## config.mk

```make
export PLATFORM = sky130hd
export DESIGN_NAME = smaf_lane
export DESIGN_NICKNAME = d
export VERILOG_FILES = /design/src/smaf_pkg.sv /design/src/smaf_lane.sv
export SDC_FILE = /design/constraint.sdc
export NUM_CORES = 2
export LEC_CHECK = 0
export BUFFER_PORTS_ARGS = -buffer_cell sky130_fd_sc_hd__clkbuf_2
export CAP_MARGIN = 15
export CORE_MARGIN = 2
export CORE_UTILIZATION = 70
export DETAILED_ROUTE_END_ITERATION = 10
export PLACE_DENSITY = 0.87
export SETUP_SLACK_MARGIN = 0.05
export SLEW_MARGIN = 5
export SYNTH_ARGS = -nofsm -noshare
export SYNTH_HDL_FRONTEND = slang
export SYNTH_SLANG_ARGS = --single-unit
```

## constraint.sdc

```tcl
create_clock -name aclk -period 37.1 [get_ports aclk]
set_input_delay 0 -clock aclk [delete_from_list [all_inputs] [get_ports aclk]]
set_output_delay 0 -clock aclk [all_outputs]
set_load 0.02 [all_outputs]
```

## src/smaf_pkg.sv

```systemverilog
// smaf_pkg: types, constants and helpers shared by the smooth axis motion follower.
// No dependencies; every other file refers to it by scoped names.
package smaf_pkg;

    localparam int AXES      = 4;
    localparam int COORD_W   = 24;
    localparam int ACCEL_W   = 16;
    localparam int CFG_IDX_W = 4;

    typedef logic signed [COORD_W-1:0] coord_t;
    typedef logic [ACCEL_W-1:0]        accel_t;
    typedef logic [CFG_IDX_W-1:0]      cfg_idx_t;

    // Register indexes of the configuration port
    localparam cfg_idx_t REG_ACCEL_X    = 4'd0;
    localparam cfg_idx_t REG_ACCEL_Y    = 4'd1;
    localparam cfg_idx_t REG_ACCEL_Z    = 4'd2;
    localparam cfg_idx_t REG_ACCEL_TILT = 4'd3;

    localparam coord_t COORD_MAX = 24'sh7FFFFF;
    localparam coord_t COORD_MIN = 24'sh800000;

    // Reset values per axis: acceleration in Q8 counts, position in whole units
    localparam accel_t ACCEL_RESET [0:7] = '{
        16'd26, 16'd26, 16'd26, 16'd38, 16'd26, 16'd26, 16'd26, 16'd26
    };
    localparam int POS_RESET_WHOLE [0:7] = '{0, 100, 0, 90, 0, 0, 0, 0};

    typedef struct packed {
        coord_t target_x;
        coord_t target_y;
        coord_t target_z;
        coord_t target_tilt;
    } in_item_t;

    typedef struct packed {
        coord_t pos_x;
        coord_t pos_y;
        coord_t pos_z;
        coord_t pos_tilt;
        logic   all_arrived;
    } out_item_t;

    // What one lane reports to the merge stage
    typedef struct packed {
        coord_t pos;
        logic   arrived;
    } lane_res_t;

    // Clamp a 26-bit signed sum to the 24-bit coordinate range
    function automatic coord_t sat_coord(input logic signed [25:0] x);
        coord_t r;
        if ((x[25:23] == 3'b000) || (x[25:23] == 3'b111)) begin
            r = x[23:0];
        end else if (x[25]) begin
            r = COORD_MIN;
        end else begin
            r = COORD_MAX;
        end
        return r;
    endfunction

endpackage

```

## src/smaf_lane.sv

```systemverilog
// smaf_lane: one axis of the follower; holds position, velocity and acceleration
// and computes the next tick's state. Depends on smaf_pkg.
module smaf_lane #(
    parameter logic signed [23:0] POS_INIT   = 24'sd0,
    parameter logic [15:0]        ACCEL_INIT = 16'd26
) (
    input  logic               aclk,
    input  logic               aresetn,
    input  logic               step,
    input  logic               cfg_we,
    input  smaf_pkg::accel_t   cfg_data,
    input  smaf_pkg::coord_t   target,
    output smaf_pkg::lane_res_t res
);

    smaf_pkg::coord_t pos_reg, pos_next;
    smaf_pkg::coord_t vel_reg, vel_next;
    smaf_pkg::accel_t accel_reg;

    logic signed [24:0] diff;
    logic [24:0]        gap_abs;
    logic               diff_pos, diff_neg, diff_zero, opposite;
    smaf_pkg::coord_t   vz;
    logic [23:0]        vabs;
    logic [47:0]        vsq;
    logic [41:0]        brake;
    logic               stopping, speed_up;
    logic signed [25:0] vstep;
    smaf_pkg::coord_t   v1;
    logic signed [25:0] pv;
    logic signed [26:0] rem;
    logic               snap;

    always_comb begin
        diff      = $signed({target[23], target}) - $signed({pos_reg[23], pos_reg});
        diff_zero = (diff == 25'sd0);
        diff_neg  = diff[24];
        diff_pos  = !diff_neg && !diff_zero;
        gap_abs   = diff_neg ? 25'(-diff) : 25'(diff);

        // velocity pointing away from the target is dropped first
        opposite = (diff_pos && vel_reg[23]) ||
                   (diff_neg && !vel_reg[23] && (vel_reg != 24'sd0));
        vz       = opposite ? 24'sd0 : vel_reg;
        vabs     = vz[23] ? 24'(-vz) : 24'(vz);

        // stopping distance test: v*v >= 2*a*|d-p|
        vsq      = vabs * vabs;
        brake    = {accel_reg, 1'b0} * gap_abs;
        stopping = (vsq >= {6'd0, brake});

        speed_up = diff_pos ^ stopping;
        if (speed_up) begin
            vstep = $signed({{2{vz[23]}}, vz}) + $signed({10'd0, accel_reg});
        end else begin
            vstep = $signed({{2{vz[23]}}, vz}) - $signed({10'd0, accel_reg});
        end
        v1 = diff_zero ? vel_reg : smaf_pkg::sat_coord(vstep);

        // snap when this step reaches or crosses the target
        pv   = $signed({{2{pos_reg[23]}}, pos_reg}) + $signed({{2{v1[23]}}, v1});
        rem  = $signed({{3{target[23]}}, target}) - $signed({pv[25], pv});
        snap = diff_zero || (rem == 27'sd0) || (diff[24] != rem[26]);

        pos_next = snap ? target : smaf_pkg::sat_coord(pv);
        vel_next = snap ? 24'sd0 : v1;

        res.pos     = pos_next;
        res.arrived = (pos_next == target);
    end

    always_ff @(posedge aclk) begin
        if (!aresetn) begin
            pos_reg   <= POS_INIT;
            vel_reg   <= 24'sd0;
            accel_reg <= ACCEL_INIT;
        end else begin
            if (step) begin
                pos_reg <= pos_next;
                vel_reg <= vel_next;
            end
            if (cfg_we) begin
                accel_reg <= cfg_data;
            end
        end
    end

endmodule

```

# ---- After elaboration in Yosys (flattened, before gate mapping)
# Cells that the tools add are included.
dict set report totals {
  in_bits 44
  ff_bits 64
  wordCells 46
  output_inout_bits 25
}
dict set report classes {
  bitwise_logic 1
  n_mul 2
  reduce_logical 17
  mux 11
  order_cmp 1
  n_eq_ne 4
  n_addsub 7
}
# operator count
set op_table {}
lappend op_table {{$mux 24} 9}
lappend op_table {{$ge 48x42->1} 1}
lappend op_table {{$mul 24x24->48} 1}
lappend op_table {{$mul 16x25->41} 1}
lappend op_table {{$logic_not 27->1} 1}
lappend op_table {{$mux 26} 1}
lappend op_table {{$sub 24x25->26} 1}
lappend op_table {{$add 24x17->25} 1}
lappend op_table {{$add 24x24->25} 1}
lappend op_table {{$logic_not 25->1} 1}
lappend op_table {{$mux 25} 1}
lappend op_table {{$neg 25->25} 1}
lappend op_table {{$sub 24x17->25} 1}
lappend op_table {{$sub 24x24->25} 1}
lappend op_table {{$eq 24x24->1} 1}
lappend op_table {{$neg 24->24} 1}
lappend op_table {{$reduce_bool 24->1} 1}
lappend op_table {{$eq 3x3->1 const B} 2}
lappend op_table {{$logic_not 3->1} 2}
lappend op_table {{$logic_or 1x1->1} 5}
lappend op_table {{$logic_and 1x1->1} 4}
lappend op_table {{$logic_not 1->1} 3}
lappend op_table {{$ne 1x1->1} 1}
lappend op_table {{$xor 1x1->1} 1}

# ---- Longest topological paths before layout
dict set report logic_depth {
  depth_word 24
  depth_mapped 110
  depth_no_buf 103
}

# ---- Least setup slack after synthesis
# No wires, ideal clock.
dict set report synth_timing {
  kind {register to register}
  start {register pos_reg[0]}
  end {register pos_reg[22]}
  slack_ns 14.502
  n_path_buf 8
  arrival_time_ns 22.481
  path_stages_with_launch 104
  period_less_slack_ns 22.598
  cell_sequence {dfxtp_1 ha_1 fa_1 nor2b_1 o2111ai_2 a31oi_2 a31oi_2 and4b_1 nor3_1 nor4_2 nand3_1 a31oi_1 buf_2 nand2_1 clkbuf_1 ha_1 clkbuf_1 a21boi_0 [68 not listed] xor2_1 buf_1 clkinv_1 ha_1 xor2_1 nor3_1 a31oi_1 o21ai_0 nand4_1 or4_1 or4_1 a2111oi_0 nand4b_1 o2111ai_1 a211oi_2 buf_2 mux2_1 a22o_1}
}
# item line
set synth_rtl {}
lappend synth_rtl {{from (decl)} smaf_lane.sv:16} ;# smaf_pkg::coord_t pos_reg, pos_next;
lappend synth_rtl {{from (signal assigned)} smaf_lane.sv:79} ;# pos_reg <= pos_next;

==> impl_results.md <==
- Slowest cell on the critical path: xor2_1
- RR Startpoint: pos_reg[0]$_SDFFE_PN0P_
- CP Capture Type: primary output
- Final setup fails: 0
- R2r worst-path depth: 99
- Reg-to-reg endpoint: vel_reg[13]$_SDFFE_PN0P_
- IO Pins: 69
- Setup TNS: 0 ps
- Skew final: 8.20 ps
- Rows: 86
- Class of the worst hold path: input port to flip-flop
- Ant. Diodes: 0
- Worst-Skew Late Latency: 350 ps
- Nets: 5900
- Largest net degree at the start of global routing: 44
- Wire per inst: 21.0 um
- Layout area overhead: 4.34%
- Total global-route track usage: 0.408
- Die H: 241 um
- Normalized max-slew margin: 0.239
- Failing checks: design-rule violations
- Vias in the first global route: 35800
- Final Hold Viols: 0
- RSZ-0062 raised after global routing: no
- Cts repair resizes: 0
- Most common cell after layout, fill and taps aside: inv_1
- CTS Sinks: 64
- Initial DRC count: between 3000 and 4000
- Post-synth EDFFs: 0
- Initial antenna violation count: 1
- Worst slew pin tran: 1140 ps
- GRT overflow: 0
- Number of synthesis warnings: 0
- Top_reg_cell synth: dfxtp_1
- CTS Buffer Depth: 2
- Vias: 33900
- Initial Util: 0.711
- Synth async-reset ratio: 0
- Avg Cell Area, Syn: approximately 8.4 um^2
- Post-route DRC: 1
- CP max FO: 28
- Die width: 241 um
- Vias per cell: approximately 6.2
- GP Congestion: 1.04
- Tcrit/Tclk final: 0.725
- Drt pass-1 iters: 9
- Reg clk slew, reported paths: 70 ps
- Layout cells sized above 1: 0.0530
- Commonest cells after routing, fill and taps aside: inv_1 (985), fa_1 (745), nand2_1 (559), ha_1 (421), nor2_1 (302)
- Tmin final: 26910 ps
- Post-Synthesis Cells: 4683
- CP max stage delay: approximately 670 ps
- Core area: 55300 um^2
- Antenna Violating Nets Remaining: 0
- Setup crit start: pos_reg[0]$_SDFFE_PN0P_
- Yosys cell types: 115
- Setup CP Type: flip-flop to primary output
- Crit start category: flip-flop
- Worst EP required: around 37000 ps
- Flop2flop setup slack: just over 10000 ps
- TritonCTS clock tree: yes
- MaxCap Viol Count: 0
- Pins Over Slew Limit: 0
- Number of buffers created by CTS: 9
- H-tree depth: 3
- WL final: 114 mm
- CP arrival: 26910 ps
- CP Capture Point: res[23]
- Die ar.: 58100 um^2
- Status: finished, violations left
- Clock root buffer: clkbuf_16
- Synth Cell Area: 39300 um^2
- Fmax: 37.2 MHz
- HPWL Detailed: just over 90 mm
- Register area share after synthesis: 0.0326
- PortBufs: 68
- First-pass GRT wire length: around 180 mm
- FF+latch count, synth: 64
## per-stage QoR
stage	instance area, um^2	cells	utilization	hold WS [ps]	worst slack [ps]
after CTS	41000	5443	0.742	43.4	10780
after global placement	40600	5412	0.733	220	11660
final	41000	5443	0.742	48.8	10190
after detailed placement	40600	5412	0.733	232	11040
after floorplan	39400	4698	-	129	14500
after global routing	41000	5443	0.742	70.3	8640
## kinds of logic (layout without fill, tap and decap cells)
group	after synthesis	count (layout)	synth area share
AOI/OAI and AO/OA	693	693	0.122
xor gates and xnor gates	203	203	0.0463
adders and majority gates	1179	1179	0.517
buffers and inverters	1165	1162	0.113
DFF	64	64	0.0326
muxes	45	45	0.0122
other	2	17	0.000191
and+or+nand+nor	1332	1332	0.157
## what timing repair did
action / 4_1_cts / 5_1_grt
hold endpoints to repair: 15 / 0
hold buffers: 15 / 0
buffers inserted: 0 / 0
## worst max-delay path: cells and delay by family, from the launching register on
kind | cells | cell delay, ps
AOI/OAI and AO/OA | 42 | 10790
xor gates and xnor gates | 5 | 1400
adders and majority gates | 15 | 6460
buffers and inverters | 14 | 2630
DFF | 1 | 330
muxes | 1 | 400
and+or+nand+nor | 23 | 4430
## Yosys cell counts, drive strengths merged (30+ instances only)
| cell | count | area (um^2) |
|---|---|---|
| nor2 | 303 | 1140 |
| o21a | 34 | 255 |
| ha | 421 | 5270 |
| nand2 | 560 | 2100 |
| fa | 745 | 14900 |
| inv | 988 | 3710 |
| xnor2 | 125 | 1110 |
| xor2 | 78 | 706 |
| o21ai | 132 | 664 |
| nand3 | 50 | 250 |
| nor3 | 55 | 285 |
| a21oi | 165 | 826 |
| clkbuf | 151 | 567 |
| a21o | 76 | 571 |
| and2 | 153 | 960 |
| nor2b | 43 | 269 |
| a31oi | 30 | 200 |
| dfxtp | 64 | 1280 |
## metal layers
metal	share of wire	track usage
met5	0.00010	0
met4	0.062	0.219
met3	0.11	0.0802
met2	0.46	0.660
met1	0.37	0.520
## layout make-up
cell class              instances  area [um^2]
clock buffers                  10          239
clock inverters                 6         91.3
fillers                      4060        14300
inverters                     992         3730
multi-input cells            3469        33700
flip-flops and latches         64         1280
well taps                     748          936
repair buffers                154         1020
## how the worst min path moves through the flow
stage                startpoint                        end  slack (ps)  cells past startpoint
finish              cfg_data[2]  accel_reg[2]$_SDFFE_PN0P_          50                      3
global route        cfg_data[2]  accel_reg[2]$_SDFFE_PN0P_          70                      3
CTS                 cfg_data[2]  accel_reg[2]$_SDFFE_PN0P_          40                      3
detailed placement  cfg_data[4]  accel_reg[4]$_SDFFE_PN1P_         230                      3
global placement    cfg_data[4]  accel_reg[4]$_SDFFE_PN1P_         220                      3
floorplan           cfg_data[3]  accel_reg[3]$_SDFFE_PN1P_         130                      2
Power is not shown: default switching activity piles up to over one toggle a cycle in this logic, so the estimate is an artifact.
