`src/smaf_pkg.sv`:
```
// smaf_pkg: types, constants and helpers shared by the smooth axis motion follower.
// No dependencies; every other file refers to it by scoped names.
package smaf_pkg;

    localparam int AXES      = 4;
    localparam int COORD_W   = 24;
    localparam int ACCEL_W   = 16;
    localparam int CFG_IDX_W = 4;

    typedef logic signed [COORD_W-1:0] coord_t;
    typedef logic [ACCEL_W-1:0]        accel_t;
    typedef logic [CFG_IDX_W-1:0]      cfg_idx_t;

    // Register indexes of the configuration port
    localparam cfg_idx_t REG_ACCEL_X    = 4'd0;
    localparam cfg_idx_t REG_ACCEL_Y    = 4'd1;
    localparam cfg_idx_t REG_ACCEL_Z    = 4'd2;
    localparam cfg_idx_t REG_ACCEL_TILT = 4'd3;

    localparam coord_t COORD_MAX = 24'sh7FFFFF;
    localparam coord_t COORD_MIN = 24'sh800000;

    // Reset values per axis: acceleration in Q8 counts, position in whole units
    localparam accel_t ACCEL_RESET [0:7] = '{
        16'd26, 16'd26, 16'd26, 16'd38, 16'd26, 16'd26, 16'd26, 16'd26
    };
    localparam int POS_RESET_WHOLE [0:7] = '{0, 100, 0, 90, 0, 0, 0, 0};

    typedef struct packed {
        coord_t target_x;
        coord_t target_y;
        coord_t target_z;
        coord_t target_tilt;
    } in_item_t;

    typedef struct packed {
        coord_t pos_x;
        coord_t pos_y;
        coord_t pos_z;
        coord_t pos_tilt;
        logic   all_arrived;
    } out_item_t;

    // What one lane reports to the merge stage
    typedef struct packed {
        coord_t pos;
        logic   arrived;
    } lane_res_t;

    // Clamp a 26-bit signed sum to the 24-bit coordinate range
    function automatic coord_t sat_coord(input logic signed [25:0] x);
        coord_t r;
        if ((x[25:23] == 3'b000) || (x[25:23] == 3'b111)) begin
            r = x[23:0];
        end else if (x[25]) begin
            r = COORD_MIN;
        end else begin
            r = COORD_MAX;
        end
        return r;
    endfunction

endpackage

```
`src/smaf_merge.sv`:
```
// smaf_merge: joins the lane results into one result item and buffers it in an
// output register backed by a skid register. Depends on smaf_pkg.
module smaf_merge (
    input  logic                 aclk,
    input  logic                 aresetn,
    input  logic                 s_valid,
    output logic                 s_ready,
    input  smaf_pkg::lane_res_t  lanes [smaf_pkg::AXES],
    output logic                 m_valid,
    input  logic                 m_ready,
    output smaf_pkg::out_item_t  m_data
);

    smaf_pkg::out_item_t merged;
    smaf_pkg::out_item_t out_reg, skid_reg;
    logic                out_valid_reg, skid_valid_reg;
    logic                in_acc, pop;

    always_comb begin
        merged.pos_x       = lanes[0].pos;
        merged.pos_y       = lanes[1].pos;
        merged.pos_z       = lanes[2].pos;
        merged.pos_tilt    = lanes[3].pos;
        merged.all_arrived = 1'b1;
        for (int i = 0; i < smaf_pkg::AXES; i++) begin
            merged.all_arrived = merged.all_arrived & lanes[i].arrived;
        end
    end

    assign s_ready = !skid_valid_reg;
    assign in_acc  = s_valid && s_ready;
    assign pop     = out_valid_reg && m_ready;
    assign m_valid = out_valid_reg;
    assign m_data  = out_reg;

    always_ff @(posedge aclk) begin
        if (!aresetn) begin
            out_valid_reg  <= 1'b0;
            skid_valid_reg <= 1'b0;
        end else if (pop) begin
            if (skid_valid_reg) begin
                skid_valid_reg <= 1'b0;
            end else if (!in_acc) begin
                out_valid_reg <= 1'b0;
            end
        end else if (in_acc) begin
            if (!out_valid_reg) begin
                out_valid_reg <= 1'b1;
            end else begin
                skid_valid_reg <= 1'b1;
            end
        end
    end

    // payload moves alongside the valid bits above
    always_ff @(posedge aclk) begin
        if (pop) begin
            if (skid_valid_reg) begin
                out_reg <= skid_reg;
            end else if (in_acc) begin
                out_reg <= merged;
            end
        end else if (in_acc) begin
            if (!out_valid_reg) begin
                out_reg <= merged;
            end else begin
                skid_reg <= merged;
            end
        end
    end

endmodule

```
`config.mk`:
```
export PLATFORM = sky130hd
export DESIGN_NAME = smaf_merge
export DESIGN_NICKNAME = d
export VERILOG_FILES = /design/src/smaf_pkg.sv /design/src/smaf_merge.sv
export SDC_FILE = /design/constraint.sdc
export NUM_CORES = 1
export LEC_CHECK = 0
export BUFFER_PORTS_ARGS = -buffer_cell sky130_fd_sc_hd__buf_4
export CAP_MARGIN = 20
export CORE_MARGIN = 1.5
export CORE_UTILIZATION = 35
export DETAILED_ROUTE_END_ITERATION = 12
export HOLD_SLACK_MARGIN = 0.12
export PLACE_DENSITY = 0.65
export SLEW_MARGIN = 20
export SYNTH_ARGS = -nofsm -noshare
export SYNTH_HDL_FRONTEND = slang
export SYNTH_SLANG_ARGS = --single-unit
```
`constraint.sdc`:
```
create_clock -name aclk -period 19.23 [get_ports aclk]
set_clock_uncertainty 0.15 [all_clocks]
set_input_delay 1.923 -clock aclk [delete_from_list [all_inputs] [get_ports aclk]]
set_output_delay 1.923 -clock aclk [all_outputs]
set_load 0.01 [all_outputs]
```
Word level (Yosys, flattened, before mapping)
Cells that the tools add are included.
{ "word_totals": {"ff_bits": 196, "latchBits": 0, "ramBits": 0, "romBits": 0, "input_bits": 104, "output_inout_bits": 99, "word_cells": 39, "mem_count": 0} }
{ "op_classes": {"add_sub_neg": 0, "n_mul": 0, "div_mod_pow": 0, "order_cmp": 0, "eq_ne": 3, "shift": 0, "muxes": 9, "n_bitwise": 5, "reduce_logical": 10} }
{ "ops": {"columns": ["operator", "n"], "rows": [
  ["two-way mux 97 bit", 5],
  ["AND reduction 3 bit", 3],
  ["two-way mux 1 bit", 4],
  ["inequality test 2 bit (second input constant)", 2],
  ["nonzero test 2 bit", 2],
  ["AND 1 bit", 3],
  ["logical AND 1 bit", 2],
  ["inequality test 2 x 1 -> 1 bit (second input constant)", 1],
  ["NOT 1 bit", 2],
  ["AND reduction 2 bit", 1],
  ["OR reduction 2 bit", 1],
  ["logical NOT 1 bit", 1]
]} }

Logic depth before layout (Yosys ltp)
{ "depth": {"ltp_word": 6, "depth_mapped": 4, "depth_no_buf": 4} }

Least setup slack after synthesis
Ideal clock, no wire load.
{ "synth_timing": {"kind": "input to register", "start": "in s_valid", "end": "reg out_reg (netlist bit m_data[0]), enable pin", "setup_time_ps": 672, "arrival_time_ps": 8750, "t_required_ps": 18408, "path_slack_ps": 9658, "cell_stages": 3, "path_buffers": 0, "path_cell_list": "nand2b_1 -> ha_1 -> nor3_1"} }
{ "synth_via": {"elab_chain_len": 3, "elab_cells_between_ends": 4, "cone_classes": "reduce/logical (4)"} }
{ "synth_rtl": {"columns": ["element", "line", "source"], "rows": [
  ["start: declaration", "smaf_merge.sv:6", "input logic s_valid,"],
  ["logical AND 1 bit *", "smaf_merge.sv:31", "assign in_acc = s_valid && s_ready;"],
  ["nonzero test 2 bit (no source line)", null, null],
  ["AND reduction 3 bit (no source line) *", null, null],
  ["end signal: assignment", "smaf_merge.sv:59", "out_reg <= skid_reg;"],
  ["end signal: assignment", "smaf_merge.sv:61", "out_reg <= merged;"],
  ["end signal: assignment", "smaf_merge.sv:65", "out_reg <= merged;"],
  ["end: declaration", "smaf_merge.sv:15", "smaf_pkg::out_item_t out_reg, skid_reg;"]
]} }
Every way passes the cells marked *; elsewhere a longest branch is shown, timed or not.
A chain may end at the register's enable or synchronous reset.

Worst setup path in the final report
{ "layout_timing": {"start": "in m_ready", "end": "reg skid_reg[59] in the netlist's numbering, enable pin"} }
{ "layout_via": {"elab_chain_len": 3} }
{ "layout_rtl": {"columns": ["element", "line", "source"], "rows": [
  ["start: declaration", "smaf_merge.sv:10", "input logic m_ready,"],
  ["logical AND 1 bit", "smaf_merge.sv:32", "assign pop = out_valid_reg && m_ready;"],
  ["NOT 1 bit (no source line)", null, null],
  ["AND reduction 3 bit (no source line)", null, null],
  ["end signal: assignment", "smaf_merge.sv:67", "skid_reg <= merged;"],
  ["end: declaration", "smaf_merge.sv:15", null]
]} }
No other way between the ends.

==> reports/qor.txt <==
LAYOUT
-----------------------------------------------------------------------------------------------------------------
Utilization after layout                                                                                    0.475
Nets                                                                                                          638
Total inserted antenna cells                                                                                    0
Number of filler instances in the final layout                                                               1721
P&R area growth vs syn                                                                                      33.9%
Share of layout cells above drive strength 1                                                                0.560

PLACED DESIGN
-----------------------------------------------------------------------------------------------------------------
Post-DP HPWL                                                                                              8.97 mm
Final RePlAce weighted congestion                                                                           0.715
Number of input and output port buffers inserted                                                              202

FLOORPLANNING
-----------------------------------------------------------------------------------------------------------------
Initial core utilization                                                                                    0.354
Std-Cell Core Area                                                                                     0.0201 mm²
Die Y-Extent                                                                                               146 µm
Floorplan die width                                                                                        146 µm
Site row count                                                                                                 52
I/O pin total                                                                                                 203
Die area                                                                                               0.0212 mm²

DRT
-----------------------------------------------------------------------------------------------------------------
Vias post-DR                                                                                                 3677
Final antenna-violating net count                                                                               0
DR vias/cell                                                                                                 4.51
Total Wirelength                                                                                          13.5 mm
Remaining DRCs                                                                                                  0
Number of DRC markers in iteration 0                                                                          165
TritonRoute pass-1 iters                                                                                        4
DR WL/cell                                                                                                16.6 µm

CRITICAL PATH
-----------------------------------------------------------------------------------------------------------------
Data arrival time of the worst path                                                                       3.80 ns
Kind of launch point of the worst setup path                                                         primary input
Critical path data required time                                                                         19.12 ns
Worst-path maximum fanout                                                                                      60
Critical path start-end classification                                                               primary input to flip-flop
Crit end category                                                                                       flip-flop

CLOCK NETWORK
-----------------------------------------------------------------------------------------------------------------
Clock Path Buffers                                                                                              2
Skew-Pair Late Insertion Delay                                                                            0.42 ns
Cells resized by post-CTS repair                                                                                0
CTS tree                                                                                                    built
Post-CTS Setup Bufs                                                                                             0
Hold buffers post-CTS                                                                                           0
Clk root buf                                                                                         sky130_fd_sc_hd__clkbuf_16
Number of sinks driven by the clock tree                                                                      196
Clock transition at the registers of the reported paths                                                   0.07 ns
CTS H-tree lvls                                                                                                 4
Number of CTS-inserted buffers                                                                                 17

TIMING
-----------------------------------------------------------------------------------------------------------------
Final period utilization                                                                                    0.203
Final Hold Vio Count                                                                                            0
Crit path time final                                                                                      3.91 ns
Count of pins over their slew limit                                                                             0
Worst hold slack                                                                                         0.377 ns
Accumulated negative setup slack                                                                             0 ns
Setup repair after global routing missed its margin                                                         false
Achievable frequency                                                                                      256 MHz
Count of final setup violators                                                                                  0
Headroom to the max-slew limit                                                                              0.404
Slew at the pin closest to its max-slew limit                                                            0.894 ns

POWER AND IR DROP
-----------------------------------------------------------------------------------------------------------------
Sw frac                                                                                                     0.213
Part of the power in registers                                                                              0.544
Combinational power share                                                                                   0.090
IR Drop Worst-Case VDD                                                                                    63.4 µV
Sw Pwr                                                                                                     199 µW
Leakage power                                                                                             3.54 nW
Total power per unit cell area                                                                        97.9 mW/mm²
Internal power                                                                                             735 µW
Clock power frac                                                                                            0.365

SYNTH
-----------------------------------------------------------------------------------------------------------------
Synth warnings                                                                                                  0
Share of synthesized area spent on multiplexers                                                             0.153
Post-synthesis xor/xnor area fraction                                                                           0
Synthesized netlist net count                                                                                 422
Share of the synthesized area in compound gates (AO/OA/AOI/OAI)                                           0.00263
Part of the Yosys area used for sequential elements                                                         0.823
Area share of and/or/nand/nor cells after synthesis                                                       0.00825
Number of flip-flops and latches in the synthesized netlist                                                   196
Synthesized area                                                                                      0.00713 mm²
Combinational family with the most area after synthesis                                              multiplexers
Mapped Avg Cell Area                                                                                     22.5 µm²
Cells after Synth                                                                                             317
Library cells used by synthesis                                                                                19
Arithmetic-cell share of the synthesized area counting full adders, half adders and majority gates        0.00176

GLOBAL ROUTE
-----------------------------------------------------------------------------------------------------------------
Initial antenna violation count                                                                                 0
Number of global-route vias before repair                                                                    3909
Largest net degree at the start of global routing                                                              65
Global-route usage over all layers                                                                          0.131
First-pass GRT wire length                                                                                21.5 mm
Overflow left after global routing                                                                              0

MIN PATH
-----------------------------------------------------------------------------------------------------------------
Worst Hold Class                                                                                     flip-flop to flip-flop

OUTCOME
-----------------------------------------------------------------------------------------------------------------
Status                                                                                                  completed

RUN
-----------------------------------------------------------------------------------------------------------------
Number of maximum-capacitance constraint violations                                                             0

[power by group through the flow]
stage	Clock (mW)	Sequential, mW	Combinational [mW]
finish	0.341	0.509	0.0845
global route	0.366	0.511	0.0917
CTS	0.351	0.509	0.0859
detailed placement	0	0.518	0.0857
global placement	0	0.518	0.0835
floorplan	0	0.531	0.0237
[cell type report]
class	count	area, µm²	area share
clock buffers	17	425	0.0446
clock inverters	14	134	0.0140
inverters	1	3.75	0.000393
multi-input cells	110	1200	0.126
flip-flops and latches	196	5870	0.615
well taps	270	338	0.0354
repair buffers	207	1570	0.165
[critical path, stage by stage]
cell and delay, ns:
sky130_fd_sc_hd__buf_4 0.13, sky130_fd_sc_hd__nor2b_1 0.21, sky130_fd_sc_hd__nor2b_4 0.56, sky130_fd_sc_hd__buf_16 0.24, sky130_fd_sc_hd__buf_4 0.64
[metal layers]
| metal | vias to the layer above | track usage | routed length (µm) |
|---|---|---|---|
| li1 | 1700 | - | - |
| met5 | - | 0 | 0 |
| met2 | 141 | 0.200 | 6440 |
| met1 | 1825 | 0.170 | 5790 |
| met4 | 0 | 0.0408 | 151 |
| met3 | 11 | 0.0542 | 1160 |
[Yosys cell counts]
master	n	share of area
sky130_fd_sc_hd__buf_2	6	0.0042
sky130_fd_sc_hd__mux2_2	67	0.11
sky130_fd_sc_hd__a21oi_1	1	0.00070
sky130_fd_sc_hd__o21ai_0	1	0.00070
sky130_fd_sc_hd__ha_1	1	0.0018
sky130_fd_sc_hd__edfxtp_1	194	0.82
sky130_fd_sc_hd__dfxtp_1	2	0.0056
sky130_fd_sc_hd__a41oi_1	1	0.0012
sky130_fd_sc_hd__nor2b_1	2	0.0018
sky130_fd_sc_hd__nor2_1	1	0.00053
sky130_fd_sc_hd__mux2_1	30	0.047
sky130_fd_sc_hd__nor3_1	1	0.00070
sky130_fd_sc_hd__buf_6	4	0.0063
sky130_fd_sc_hd__inv_1	1	0.00053
sky130_fd_sc_hd__nand2_1	1	0.00053
sky130_fd_sc_hd__and4_1	1	0.0012
sky130_fd_sc_hd__nand3_2	1	0.0014
sky130_fd_sc_hd__and3b_1	1	0.0012
sky130_fd_sc_hd__nand2b_1	1	0.00088
[worst paths after layout]
path                startpoint      endpoint  slack (ns)  cells after the start
hold reg to reg   skid_reg[78]    m_data[78]        0.38                      1
hold / removal    skid_reg[78]    m_data[78]        0.38                      1
setup reg to reg       m_valid  skid_reg[59]       16.41                      4
setup / recovery       m_ready  skid_reg[59]       15.32                      5
[cells in the final DEF (no fill, tap or decap), types with 2 or more instances in the layout]
master                      Yosys  layout
sky130_fd_sc_hd__clkinv_1       0       3
sky130_fd_sc_hd__bufinv_16      0       2
sky130_fd_sc_hd__dfxtp_1        2       2
sky130_fd_sc_hd__mux2_2        67      67
sky130_fd_sc_hd__edfxtp_1     194     194
sky130_fd_sc_hd__clkbuf_16      0      17
sky130_fd_sc_hd__mux2_1        30      30
sky130_fd_sc_hd__buf_4          0     206
sky130_fd_sc_hd__inv_6          0       3
sky130_fd_sc_hd__clkinv_2       0       4
[logic make-up after synthesis]
kind of cell | Yosys count
adder cells (fa/ha/maj) | 1
flip-flops | 196
multiplexers | 97
buffers and inverters | 11
AO/OA/AOI/OAI | 3
AND/OR/NAND/NOR | 9
[stage by stage]
stage          setup WS (ns)  instance area [µm²]  std cells  total power [mW]
3_3_place_gp           14.69                 8960        783             0.601
4_1_cts                15.03                 9520        814             0.946
2_1_floorplan           9.66                 7130        317             0.555
6_report               15.32                 9540        815             0.935
5_1_grt                15.17                 9540        815             0.969
3_5_place_dp           14.60                 8960        783             0.604
No activity file was read; power rests on OpenSTA's default activity.
